--- config.mk ---
export PLATFORM = sky130hd
export DESIGN_NAME = grid_axis_permute_address
export DESIGN_NICKNAME = d
export VERILOG_FILES = /design/src/design/gap_pkg.sv /design/src/design/gap_ctrl.sv /design/src/design/gap_dpath.sv /design/src/design/grid_axis_permute_address.sv
export SDC_FILE = /design/constraint.sdc
export NUM_CORES = 1
export LEC_CHECK = 0
export BUFFER_PORTS_ARGS = -buffer_cell sky130_fd_sc_hd__buf_2
export CAP_MARGIN = 25
export CORE_MARGIN = 8
export CORE_UTILIZATION = 60
export CTS_CLUSTER_DIAMETER = 30
export DETAILED_ROUTE_END_ITERATION = 6
export PLACE_DENSITY = 0.89
export SYNTH_ARGS = -nofsm -noshare
export SYNTH_HDL_FRONTEND = slang
export SYNTH_SLANG_ARGS = --single-unit
--- constraint.sdc ---
create_clock -name clk -period 7.1 [get_ports clk]
set_clock_uncertainty 0.2 [all_clocks]
set_input_delay 0.71 -clock clk [delete_from_list [all_inputs] [get_ports clk]]
set_output_delay 0.71 -clock clk [all_outputs]
set_load 0.01 [all_outputs]
--- src/design/gap_pkg.sv ---
package gap_pkg;

    // Field and register widths
    localparam int DIM_W    = 9;
    localparam int AXIS_W   = 2;
    localparam int ADDR_W   = 24;
    localparam int IN_W     = 64;
    localparam int CFG_IDX_W = 3;
    localparam int CFG_W    = 9;
    localparam int OUT_W    = 88;

    // Axis codes; the reset map is "xyz"
    localparam logic [AXIS_W-1:0] AXIS_X = 2'd0;
    localparam logic [AXIS_W-1:0] AXIS_Y = 2'd1;
    localparam logic [AXIS_W-1:0] AXIS_Z = 2'd2;
    // Code that names no axis
    localparam logic [AXIS_W-1:0] AXIS_NONE = 2'd3;

    // Configuration register indexes
    localparam logic [CFG_IDX_W-1:0] REG_DIM_X  = 3'd0;
    localparam logic [CFG_IDX_W-1:0] REG_DIM_Y  = 3'd1;
    localparam logic [CFG_IDX_W-1:0] REG_DIM_Z  = 3'd2;
    localparam logic [CFG_IDX_W-1:0] REG_AXIS_X = 3'd3;
    localparam logic [CFG_IDX_W-1:0] REG_AXIS_Y = 3'd4;
    localparam logic [CFG_IDX_W-1:0] REG_AXIS_Z = 3'd5;

    // Controller to datapath commands
    typedef struct packed {
        logic load;   // capture sample, permute, advance counters
        logic mul;    // inner multiply-add
        logic fin;    // outer multiply-add into the output register
    } gap_cmd_t;

endpackage

--- src/design/gap_ctrl.sv ---
module gap_ctrl
    import gap_pkg::*;
(
    input  logic     clk,
    input  logic     rst_n,
    input  logic     s_tvalid,
    output logic     s_tready,
    output logic     m_tvalid,
    input  logic     m_tready,
    output gap_cmd_t cmd
);

    typedef enum logic [1:0] {
        S_IDLE,
        S_MUL1,
        S_MUL2
    } state_t;

    state_t state_reg, state_next;
    logic   out_valid_reg, out_valid_next;

    // Sequencing and output-register occupancy
    always_comb
    begin
        state_next     = state_reg;
        out_valid_next = out_valid_reg;
        cmd            = '0;
        if (m_tready)
        begin
            out_valid_next = 1'b0;
        end
        case (state_reg)
            S_IDLE:
            begin
                if (s_tvalid)
                begin
                    cmd.load   = 1'b1;
                    state_next = S_MUL1;
                end
            end
            S_MUL1:
            begin
                cmd.mul    = 1'b1;
                state_next = S_MUL2;
            end
            S_MUL2:
            begin
                if (!out_valid_reg || m_tready)
                begin
                    cmd.fin        = 1'b1;
                    out_valid_next = 1'b1;
                    state_next     = S_IDLE;
                end
            end
            default:
            begin
                state_next = S_IDLE;
            end
        endcase
    end

    always_ff @(posedge clk or negedge rst_n)
    begin
        if (!rst_n)
        begin
            state_reg     <= S_IDLE;
            out_valid_reg <= 1'b0;
        end
        else
        begin
            state_reg     <= state_next;
            out_valid_reg <= out_valid_next;
        end
    end

    assign s_tready = (state_reg == S_IDLE);
    assign m_tvalid = out_valid_reg;

    // A sample is worked on alone: no second accept right after one
    a_busy_after_accept: assert property (@(posedge clk) disable iff (!rst_n)
        (s_tvalid && s_tready) |=> !s_tready)
        else $error("accepted a sample while busy");

    // A pending result is never overwritten
    a_no_overwrite: assert property (@(posedge clk) disable iff (!rst_n)
        cmd.fin |-> (!out_valid_reg || m_tready))
        else $error("output register overwritten");

    // An accepted sample moves on through S_MUL1 to S_MUL2, the output stage
    a_accept_to_mul: assert property (@(posedge clk) disable iff (!rst_n)
        cmd.load |=> ##1 (state_reg == S_MUL2))
        else $error("sequence broken after accept");

    // Every finished result shows up as valid
    a_fin_valid: assert property (@(posedge clk) disable iff (!rst_n)
        cmd.fin |=> m_tvalid)
        else $error("result lost");

endmodule

--- src/design/gap_dpath.sv ---
module gap_dpath
    import gap_pkg::*;
#(
    parameter int MAX_DIM     = 256,
    parameter int SAMPLE_BITS = 64
)
(
    input  logic                 clk,
    input  logic                 rst_n,
    input  gap_cmd_t             cmd,
    input  logic                 cfg_we,
    input  logic [CFG_IDX_W-1:0] cfg_index,
    input  logic [CFG_W-1:0]     cfg_data,
    input  logic [IN_W-1:0]      sample_in,
    output logic [ADDR_W-1:0]    dest_address,
    output logic [IN_W-1:0]      sample_out,
    output logic                 grid_done,
    output logic                 map_error
);

    localparam int CW    = (MAX_DIM > 2) ? $clog2(MAX_DIM) : 1;
    localparam int CMP_W = 12;
    localparam int PW    = DIM_W + CW;

    // Configuration registers
    logic [DIM_W-1:0]  dim_x_reg, dim_y_reg, dim_z_reg;
    logic [AXIS_W-1:0] axis_x_reg, axis_y_reg, axis_z_reg;

    // Source coordinate counters
    logic [CW-1:0] count_x_reg, count_y_reg, count_z_reg;
    logic [CW-1:0] count_x_next, count_y_next, count_z_next;

    // Captured sample and permuted operands
    logic [SAMPLE_BITS-1:0] sample_reg;
    logic [CW-1:0]          px_reg, py_reg, pz_reg;
    logic [DIM_W-1:0]       ddx_reg, ddy_reg;
    logic                   bad_reg, done_reg;
    logic [ADDR_W-1:0]      inner_reg;

    // Output register
    logic [ADDR_W-1:0]      out_addr_reg;
    logic [SAMPLE_BITS-1:0] out_sample_reg;
    logic                   out_done_reg, out_err_reg;

    logic [DIM_W-1:0]  dx, dy, dz;
    logic [2:0]        seen;
    logic              bad, lx, ly, lz;
    logic [CW-1:0]     px, py, pz;
    logic [DIM_W-1:0]  ddx, ddy;
    logic [ADDR_W+DIM_W-1:0] outer_prod;

    function automatic logic [DIM_W-1:0] eff_dim(input logic [DIM_W-1:0] d);
        logic [DIM_W-1:0] r;
        r = d;
        if (d == '0)
        begin
            r = DIM_W'(1);
        end
        else if (int'(d) > MAX_DIM)
        begin
            r = DIM_W'(MAX_DIM);
        end
        return r;
    endfunction

    function automatic logic [CW-1:0] pick_c(input logic [AXIS_W-1:0] code,
        input logic [CW-1:0] a, input logic [CW-1:0] b, input logic [CW-1:0] c);
        logic [CW-1:0] r;
        case (code)
            AXIS_X:  r = a;
            AXIS_Y:  r = b;
            default: r = c;
        endcase
        return r;
    endfunction

    function automatic logic [DIM_W-1:0] pick_d(input logic [AXIS_W-1:0] code,
        input logic [DIM_W-1:0] a, input logic [DIM_W-1:0] b,
        input logic [DIM_W-1:0] c);
        logic [DIM_W-1:0] r;
        case (code)
            AXIS_X:  r = a;
            AXIS_Y:  r = b;
            default: r = c;
        endcase
        return r;
    endfunction

    // Configuration writes
    always_ff @(posedge clk or negedge rst_n)
    begin
        if (!rst_n)
        begin
            dim_x_reg  <= DIM_W'(1);
            dim_y_reg  <= DIM_W'(1);
            dim_z_reg  <= DIM_W'(1);
            axis_x_reg <= AXIS_X;
            axis_y_reg <= AXIS_Y;
            axis_z_reg <= AXIS_Z;
        end
        else if (cfg_we)
        begin
            case (cfg_index)
                REG_DIM_X:  dim_x_reg  <= cfg_data;
                REG_DIM_Y:  dim_y_reg  <= cfg_data;
                REG_DIM_Z:  dim_z_reg  <= cfg_data;
                REG_AXIS_X: axis_x_reg <= cfg_data[AXIS_W-1:0];
                REG_AXIS_Y: axis_y_reg <= cfg_data[AXIS_W-1:0];
                REG_AXIS_Z: axis_z_reg <= cfg_data[AXIS_W-1:0];
                default:    ;
            endcase
        end
    end

    // Effective dimensions, map check, permutation
    always_comb
    begin
        dx = eff_dim(dim_x_reg);
        dy = eff_dim(dim_y_reg);
        dz = eff_dim(dim_z_reg);
        seen = '0;
        if (axis_x_reg != AXIS_NONE) seen[axis_x_reg] = 1'b1;
        if (axis_y_reg != AXIS_NONE) seen[axis_y_reg] = 1'b1;
        if (axis_z_reg != AXIS_NONE) seen[axis_z_reg] = 1'b1;
        bad = (seen != 3'b111);
        px  = pick_c(axis_x_reg, count_x_reg, count_y_reg, count_z_reg);
        py  = pick_c(axis_y_reg, count_x_reg, count_y_reg, count_z_reg);
        pz  = pick_c(axis_z_reg, count_x_reg, count_y_reg, count_z_reg);
        ddx = pick_d(axis_x_reg, dx, dy, dz);
        ddy = pick_d(axis_y_reg, dx, dy, dz);
    end

    // Raster counter advance; a counter at or past its last index (dimension minus one) wraps
    always_comb
    begin
        lx = (CMP_W'(count_x_reg) + CMP_W'(1)) >= CMP_W'(dx);
        ly = (CMP_W'(count_y_reg) + CMP_W'(1)) >= CMP_W'(dy);
        lz = (CMP_W'(count_z_reg) + CMP_W'(1)) >= CMP_W'(dz);
        count_x_next = count_x_reg;
        count_y_next = count_y_reg;
        count_z_next = count_z_reg;
        if (!lx)
        begin
            count_x_next = count_x_reg + CW'(1);
        end
        else
        begin
            count_x_next = '0;
            if (!ly)
            begin
                count_y_next = count_y_reg + CW'(1);
            end
            else
            begin
                count_y_next = '0;
                count_z_next = lz ? '0 : count_z_reg + CW'(1);
            end
        end
    end

    always_ff @(posedge clk or negedge rst_n)
    begin
        if (!rst_n)
        begin
            count_x_reg <= '0;
            count_y_reg <= '0;
            count_z_reg <= '0;
        end
        else if (cmd.load)
        begin
            count_x_reg <= count_x_next;
            count_y_reg <= count_y_next;
            count_z_reg <= count_z_next;
        end
    end

    // Address arithmetic, taken modulo 2^ADDR_W
    assign outer_prod = (ADDR_W+DIM_W)'(ddx_reg) * (ADDR_W+DIM_W)'(inner_reg);

    always_ff @(posedge clk)
    begin
        if (cmd.load)
        begin
            sample_reg <= sample_in[SAMPLE_BITS-1:0];
            px_reg     <= px;
            py_reg     <= py;
            pz_reg     <= pz;
            ddx_reg    <= ddx;
            ddy_reg    <= ddy;
            bad_reg    <= bad;
            done_reg   <= lx && ly && lz;
        end
        if (cmd.mul)
        begin
            inner_reg <= ADDR_W'(py_reg) + ADDR_W'(PW'(ddy_reg) * PW'(pz_reg));
        end
        if (cmd.fin)
        begin
            out_addr_reg   <= bad_reg ? '0 : ADDR_W'(px_reg) + outer_prod[ADDR_W-1:0];
            out_sample_reg <= sample_reg;
            out_done_reg   <= done_reg;
            out_err_reg    <= bad_reg;
        end
    end

    assign dest_address = out_addr_reg;
    assign sample_out   = IN_W'(out_sample_reg);
    assign grid_done    = out_done_reg;
    assign map_error    = out_err_reg;

    // The PW-wide inner product is checked against the cast product of the same staged operands
    a_inner_match: assert property (@(posedge clk) disable iff (!rst_n)
        cmd.load |=> (PW'(ddy_reg) * PW'(pz_reg)) == PW'(ddy_reg * pz_reg))
        else $error("inner product mismatch");

    // A bad map always yields address zero
    a_err_zero: assert property (@(posedge clk) disable iff (!rst_n)
        (cmd.fin && bad_reg) |=> (dest_address == '0) && map_error)
        else $error("bad map produced an address");

    // At the grid's last sample all counters wrap to zero
    a_done_wrap: assert property (@(posedge clk) disable iff (!rst_n)
        (cmd.load && lx && ly && lz) |=>
            (count_x_reg == '0) && (count_y_reg == '0) && (count_z_reg == '0))
        else $error("counters not cleared at grid end");

endmodule

--- src/design/grid_axis_permute_address.sv ---
// Axis permutation of a 3-D grid, address side. Samples enter in source raster
// order (x fastest, then y, then z); for each one the block emits the linear
// address of that sample in the grid whose axes are reordered by the
// axis_for_x/y/z registers, plus the sample bits, with tlast on the last sample
// of the grid and tuser set when the axis map is not a permutation (address 0).
// Each sample is handled in steps: one to capture it, permute the coordinates and
// step the counters, then two multiply-add steps (Dy'*z' + y', then
// Dx'*(...) + x') in sequence. The result sits in an output register, so the
// next sample is taken while it waits. Write configuration only when idle;
// it is sampled when a sample is accepted.
module grid_axis_permute_address
    import gap_pkg::*;
#(
    parameter int MAX_DIM     = 256,
    parameter int SAMPLE_BITS = 64
)
(
    input  logic                 clk,
    input  logic                 rst_n,
    input  logic                 s_tvalid,
    output logic                 s_tready,
    input  logic [IN_W-1:0]      s_tdata,   // [63:0] sample_bits
    output logic                 m_tvalid,
    input  logic                 m_tready,
    output logic [OUT_W-1:0]     m_tdata,   // [23:0] dest_address, [87:24] sample_out
    output logic                 m_tlast,   // grid_done
    output logic                 m_tuser,   // map_error
    input  logic                 cfg_we,
    input  logic [CFG_IDX_W-1:0] cfg_index,
    input  logic [CFG_W-1:0]     cfg_data
);

    gap_cmd_t          cmd;
    logic [ADDR_W-1:0] dest_address;
    logic [IN_W-1:0]   sample_out;

    gap_ctrl u_ctrl (
        .clk      (clk),
        .rst_n    (rst_n),
        .s_tvalid (s_tvalid),
        .s_tready (s_tready),
        .m_tvalid (m_tvalid),
        .m_tready (m_tready),
        .cmd      (cmd)
    );

    gap_dpath #(
        .MAX_DIM     (MAX_DIM),
        .SAMPLE_BITS (SAMPLE_BITS)
    ) u_dpath (
        .clk          (clk),
        .rst_n        (rst_n),
        .cmd          (cmd),
        .cfg_we       (cfg_we),
        .cfg_index    (cfg_index),
        .cfg_data     (cfg_data),
        .sample_in    (s_tdata),
        .dest_address (dest_address),
        .sample_out   (sample_out),
        .grid_done    (m_tlast),
        .map_error    (m_tuser)
    );

    assign m_tdata = {sample_out, dest_address};

endmodule
# Word level (Yosys, flattened, before mapping)
# Index checks and enable logic that the tools add are counted.
totals:
  out_inout_bits: 92
  in_bits: 81
  reg_bits: 282
op_classes:
  n_mul: 2
  n_bitwise: 2
  order_cmp: 12
  n_reduce_logical: 24
  n_mux: 34
  n_addsub: 8
  eq_ne: 16
ops:
  columns: ["operator", "count"]
  rows:
  - ["$mux 9", 6]
  - ["$pmux 8 s2", 3]
  - ["$ge 12x9->1", 3]
  - ["$pmux 9 s2", 2]
  - ["$add 8x1->9 const B", 3]
  - ["$gt 9x9->1 const B", 3]
  - ["$logic_not 9->1", 3]
  - ["$add 8x1->8 const B", 3]
  - ["$add 8x24->24", 1]
  - ["$mul 9x24->24", 1]
  - ["$mux 8", 3]
  - ["$add 8x17->18", 1]
  - ["$mul 9x8->17", 1]
  - ["$reduce_and 2->1", 8]
  - ["$mux 1", 11]
  - ["$lt 2x3->1 const B", 3]
  - ["$mux 3", 3]
  - ["$eq 2x1->1 const B", 4]
  - ["$logic_not 2->1", 4]
  - ["$ne 2x2->1 const B", 4]
  - ["$demux 1 s2", 3]
  - ["$eq 3x2->1 const B", 2]
  - ["$eq 3x3->1 const B", 2]
  - ["$ge 2x1->1 const B", 3]
  - ["other kinds (12)", 18]

# Longest topological paths before layout
# Gate-level depths: netlist (run 1).
depth:
  depth_word: 10
  mapped_depth: 22
  mapped_depth_nobuf: 20

# Modules after synthesis
# From an unflattened synthesis (run 1), not the netlist that was laid out.
unflattened:
  cells_unflattened: 1683
  hier_area_um2: 18978.2
modules_own_cells:
  columns: ["module", "area_each_um2", "cells_each", "instances"]
  rows:
  - ["gap_dpath", 18845.6, 1671, 1]
  - ["gap_ctrl", 132.6, 12, 1]

# Worst setup path after synthesis (run 1)
# Ideal clock, no wire load.
synth_path:
  kind: "input port to flip-flop"
  start: "input m_tready"
  end: "register u_dpath.out_addr_reg[0], in the netlist u_dpath.dest_address[0] (enable)"
  required_time_ps: 6350
  arrival_time_ps: 4829
  cell_stages: 2
  setup_ps: 550
  path_buffers: 0
  slack_ps: 1521
  path_cell_list: "nand2b_1 nor2b_1"
synth_rtl:
  columns: ["item", "line", "rtl"]
  rows:
  - ["start, declared", "grid_axis_permute_address.sv:24", "input logic m_tready,"]
  - ["end signal, assigned", "gap_dpath.sv:199", "out_addr_reg <= bad_reg ? '0 : ADDR_W'(px_reg) + outer_prod[ADDR_W-1:0];"]
  - ["end, declared", "gap_dpath.sv:41", "logic [ADDR_W-1:0] out_addr_reg;"]

# Worst setup path after layout (run 1)
layout_path:
  start: "register u_dpath.ddx_reg[2]"
  end: "register u_dpath.out_addr_reg[22], in the netlist u_dpath.dest_address[22], data pin"
layout_between:
  elab_chain_cells: 2
layout_lines:
  columns: ["item", "line", "rtl"]
  rows:
  - ["start, declared", "gap_dpath.sv:36", "logic [DIM_W-1:0] ddx_reg, ddy_reg;"]
  - ["start signal, assigned", "gap_dpath.sv:188", "ddx_reg <= ddx;"]
  - ["$mul 9x24->24", "gap_dpath.sv:178", "assign outer_prod = (ADDR_W+DIM_W)'(ddx_reg) * (ADDR_W+DIM_W)'(inner_reg);"]
  - ["$add 8x24->24", "gap_dpath.sv:199", null]
# Every way passes these cells.
# A chain may end at the register's enable or synchronous reset.

==> impl_metrics.py, run 1 <==
metrics = {
    "layout": {
        "drive_above_1_share": 0.1718,
        "final_common_cell": "edfxtp_1",
        "syn_to_final_growth_pct": 16.54,
        "final_nets": 2178,
        "n_fill_cell": 2002,
        "multi_input_area_um2": 9663,
        "seqCellArea_um2": 7994,
        "layout_common_cells": "edfxtp_1, nand2_1, inv_1",
    },
    "global_routing": {
        "grt_start_max_net_pins": 89,
        "antenna_found_initial": 2,
        "first_global_vias": 13640,
        "grt_usage": 0.2391,
        "grt_pass1_wl_mm": 69.88,
        "overflow": 0,
    },
    "drt": {
        "vias": 12740,
        "drt_iter0_drc": 940,
        "ant_nets": 0,
        "drc": 0,
        "vias_per_cell": 5.696,
        "routedWlPerCell_um": 19.57,
        "wirelength_mm": 43.76,
        "firstDrtPassIters": 7,
    },
    "logic_synthesis": {
        "synth.distinct_cells": 60,
        "synth.cell_area_um2": 18620,
        "synth_seq_cells": 276,
        "avgSynthCellArea_um2": 11.44,
        "synth-seq-area-share": 0.4293,
        "postSynthCellCount": 1627,
        "synth_warnings": 0,
        "syn_nets": 2003,
        "synth-async-reset-ratio": 0.2174,
        "synth_edf_count": 216,
        "synth_flop_cell": "edfxtp_1",
    },
    "clock_tree": {
        "numCtsBuffers": 49,
        "cts_tree": "done",
        "cts_root_buf": "clkbuf_16",
        "cts_hold_buf": 0,
        "post-cts-setup-buffers": 0,
        "cts.sinks": 276,
        "cts_resized": 0,
        "clock_path_buffers": 3,
        "h-tree-depth": 2,
        "clkTransAtPathRegs_ps": 50,
        "clkLatencyLatePin_ps": 560,
    },
    "critical_path": {
        "worstSetupStartpointType": "register",
        "timing.rr.start": "u_dpath.ddx_reg[2]",
        "critPathArrivalTime_ps": 6110,
        "cp_data_required_time_ps": 7190,
        "worst_setup_path_end_kind": "register",
        "worstSetupStartpoint": "u_dpath.ddx_reg[2]",
        "worstRegToRegCells": 20,
        "path_max_fanout": 18,
        "crit_type": "reg -> reg",
        "reg2reg_setup_slack_ps": 1080,
    },
    "timing": {
        "relSlewSlack": 0.4263,
        "fmax_mhz": 166.0,
        "period_share": 0.8484,
        "tightest_slew_ps": 860.5,
        "period_minus_slack_ps": 6024,
        "setup_tns_ps": 0,
        "finalSetupViolCount": 0,
        "slew_violations": 0,
        "hold_viol_final": 0,
        "rsz0062_at_grt": "no",
    },
    "floorplanning": {
        "rows": 64,
        "fp.dieW_um": 192.2,
        "start_util": 0.6087,
        "die_height_um": 192.2,
        "core-area_um2": 30590,
        "ioPinCount": 173,
        "dieArea_um2": 36930,
    },
    "place": {
        "portBuffers": 172,
        "dp.final_hpwl_mm": 31.89,
        "place.gp.congestion": 0.9215,
    },
    "job": {
        "drv_cap": 0,
    },
    "outcome": {
        "status": "completed",
    },
    "min_path": {
        "hold_path_class": "in -> async",
    },
}
worst paths after layout:
kind / endpoint
max: u_dpath.dest_address[22]
min: u_dpath.dim_x_reg[2]
max reg2reg: u_dpath.dest_address[22]
min reg2reg: u_dpath.sample_out[41]
max in group asynchronous: u_ctrl.state_reg[0]
min in group clk: u_dpath.sample_reg[47]
routing by layer:
layer	GRT usage	share of wire
met5	0	0.00027
met1	0.2717	0.37
met3	0.03558	0.060
met4	0.09019	0.027
met2	0.4462	0.54
area by class of cell:
| cell class | count | share of cell area |
|---|---|---|
| multi-input cells | 1096 | 0.4453 |
| flip-flops and latches | 276 | 0.3684 |
| clock buffers | 55 | 0.05899 |
| repair buffers | 183 | 0.04717 |
| inverters | 196 | 0.03402 |
| clock inverters | 33 | 0.02318 |
| well taps | 396 | 0.02283 |
| diodes | 1 | 0.0001153 |
synth_stat cells (all sizes together) (5+ instances only):
cell type | number | area, µm²
nand2 | 208 | 783.3
xor2 | 20 | 175.2
mux2i | 26 | 260.3
a21oi | 49 | 245.2
nor2b | 16 | 100.1
and2 | 120 | 750.7
inv | 194 | 728.2
a211oi | 16 | 120.1
buf | 11 | 55.06
nand2b | 9 | 56.30
nor3 | 20 | 110.1
o21ai | 71 | 355.3
mux2 | 31 | 349.1
edfxtp | 216 | 6486
o31ai | 7 | 66.31
dfstp | 5 | 131.4
dfrtp | 55 | 1376
nor2 | 60 | 225.2
nand3 | 20 | 105.1
o211ai | 5 | 47.54
ha | 130 | 1627
and3 | 10 | 62.56
clkbuf | 48 | 180.2
xnor2 | 35 | 306.5
a21o | 22 | 165.2
fa | 165 | 3303
a31oi | 8 | 65.06
critical path: stages, from the launching register on:
cell      delay (ps)
edfxtp_1         720
nand2_1          180
fa_1             570
inv_1             60
fa_1             500
inv_1             50
fa_1             470
inv_1             60
fa_1             540
inv_1             60
fa_1             500
inv_1             40
ha_1             350
a21oi_1          170
o21ai_0          150
nand2_1          140
o211ai_1         150
nand3_1          180
nand3_1           90
a41oi_1          230
mux2_2           350
cells by family (layout without fill, tap and decap cells):
| group | Yosys count | count (layout) | share of synthesized area |
|---|---|---|---|
| other cells | 0 | 1 | 0 |
| fa+ha+maj | 295 | 295 | 0.2647 |
| mux | 57 | 57 | 0.03272 |
| buf+inv | 255 | 467 | 0.05214 |
| xor+xnor | 55 | 55 | 0.02587 |
| flops | 276 | 276 | 0.4293 |
| compound gates | 207 | 207 | 0.07029 |
| simple gates | 482 | 482 | 0.1249 |
metrics by stage:
step                      instances  cell area [µm²]  hold WS, ps  setup slack (ps)    util
after floorplan                1627            18620        200.3              1521       -
after global placement         2143            19800        200.4              1367  0.6474
after detailed placement       2144            19830        204.5              1192  0.6483
after CTS                      2232            21610        93.78              1107  0.7066
after global routing           2236            21700        102.0             767.1  0.7094
final                          2236            21700        97.06              1076  0.7094
Power of run 1 is not shown: default switching activity piles up to over one toggle a cycle in this logic, so the estimate is an artifact.
==> inputs of run 2 (changes only) <==
Clock period 7.1 ns to 6.3 ns, I/O delays scaled along.
==> run 2 against run 1 <==
Against the previous run:
- critical path depth is 1 lower
- final cell count is 0.31% higher
- via count is 1.5% higher
- critical path type unchanged
- count of clock-buffer cells in the layout is 2 higher
- flip-flop and latch count stayed put
==> impl_metrics.py, run 2 (same netlist as run 1, synthesis figures left out) <==
metrics = {
    "outcome": {
        "status": "completed",
    },
    "clock_tree": {
        "cts_resized": 0,
        "clock_path_buffers": 3,
        "cts.sinks": 276,
        "numCtsBuffers": 48,
        "h-tree-depth": 2,
        "clkLatencyLatePin_ps": 570,
        "cts_root_buf": "clkbuf_16",
        "post-cts-setup-buffers": 0,
        "clkTransAtPathRegs_ps": 50,
        "cts_tree": "done",
        "cts_hold_buf": 0,
    },
    "global_routing": {
        "grt_start_max_net_pins": 66,
        "grt_usage": 0.2358,
        "first_global_vias": 13700,
        "antenna_found_initial": 2,
        "overflow": 0,
        "grt_pass1_wl_mm": 69.20,
    },
    "timing": {
        "tightest_slew_ps": 1039,
        "period_minus_slack_ps": 5813,
        "slew_violations": 0,
        "relSlewSlack": 0.3060,
        "rsz0062_at_grt": "no",
        "hold_viol_final": 0,
        "finalSetupViolCount": 0,
        "setup_tns_ps": 0,
        "fmax_mhz": 172.0,
        "period_share": 0.9228,
    },
    "place": {
        "place.gp.congestion": 0.8973,
        "portBuffers": 172,
        "dp.final_hpwl_mm": 31.45,
    },
    "layout": {
        "final_nets": 2181,
        "multi_input_area_um2": 9663,
        "n_fill_cell": 2047,
        "final_common_cell": "edfxtp_1",
        "drive_above_1_share": 0.1702,
        "layout_common_cells": "edfxtp_1, nand2_1, inv_1",
        "seqCellArea_um2": 7994,
        "syn_to_final_growth_pct": 15.94,
    },
    "min_path": {
        "hold_path_class": "in -> reg",
    },
    "floorplanning": {
        "rows": 64,
        "dieArea_um2": 36930,
        "fp.dieW_um": 192.2,
        "start_util": 0.6087,
        "ioPinCount": 173,
        "die_height_um": 192.2,
        "core-area_um2": 30590,
    },
    "critical_path": {
        "worstSetupStartpointType": "register",
        "slowest_stage": "edfxtp_1",
        "path_max_fanout": 18,
        "critPathArrivalTime_ps": 5910,
        "crit_type": "reg -> reg",
        "cpMostUsedCell": "fa_1",
        "cp_data_required_time_ps": 6390,
        "reg2reg_setup_slack_ps": 490,
        "worst_setup_path_end_kind": "register",
        "crit_chain": "and2_1 -> fa_1 -> fa_1 -> inv_1 -> fa_1 -> inv_1 -> fa_1 -> inv_1 -> fa_1 -> inv_1 -> ha_1 -> a21oi_1 -> o21ai_0 -> nand2_1 -> o211ai_1 -> nand3_1 -> nand3_1 -> a41oi_1 -> mux2_2",
        "slowest_delay_ps": 630,
    },
    "job": {
        "drv_cap": 0,
    },
    "drt": {
        "firstDrtPassIters": 5,
        "wirelength_mm": 43.07,
        "ant_nets": 0,
        "drt_iter0_drc": 838,
        "drc": 0,
        "vias_per_cell": 5.762,
        "vias": 12930,
        "routedWlPerCell_um": 19.20,
    },
}
[run 2: layout make-up]
cell class                      count  share of cell area
Antenna cell                        2           0.0002318
Timing Repair Buffer              187             0.04880
Clock buffer                       57             0.05813
Multi-Input combinational cell   1096              0.4476
Tap cell                          396             0.02295
Inverter                          196             0.03419
Clock inverter                     33             0.01779
Sequential cell                   276              0.3703
[run 2: routing by layer]
metal	GRT usage	vias up	share of wire
li1	-	5818	-
met3	0.03849	154	0.063
met2	0.4334	550	0.53
met4	0.09342	0	0.040
met1	0.2700	6403	0.37
met5	0	-	0
[run 2: path summary, 6_finish.rpt]
check	end	start	cells after the start
setup / recovery	u_dpath.dest_address[22]	u_dpath.ddx_reg[5]	19
hold / removal	u_dpath.sample_reg[33]	s_tdata[33]	1
setup reg to reg	u_dpath.dest_address[22]	u_dpath.ddx_reg[5]	19
hold reg to reg	u_dpath.sample_out[18]	u_dpath.sample_reg[18]	0
max in group asynchronous	u_dpath.count_z_reg[7]	rst_n	2
min in group asynchronous	u_dpath.dim_z_reg[2]	rst_n	2
[run 2: worst max-delay path: cells and delay by family, from the launching register on]
kind | cells | cell delay, ps
simple gates | 4 | 660
flops | 1 | 630
mux | 1 | 350
fa+ha+maj | 6 | 2830
compound gates | 4 | 680
buf+inv | 4 | 190
[run 2: through the flow]
| stage | hold WS, ps | utilization | setup WS, ps | instances | area, µm² |
|---|---|---|---|---|---|
| 2_1_floorplan | 134.4 | - | 801.3 | 1627 | 18620 |
| 3_5_place_dp | 204.5 | 0.6484 | 515.6 | 2147 | 19830 |
| 3_3_place_gp | 200.6 | 0.6484 | 588.8 | 2147 | 19830 |
| 4_1_cts | 15.66 | 0.7020 | 514.6 | 2237 | 21470 |
| 6_report | 29.01 | 0.7057 | 486.6 | 2243 | 21590 |
| 5_1_grt | 10.57 | 0.7057 | 210.5 | 2243 | 21590 |
Power of run 2 is left out for the same reason.
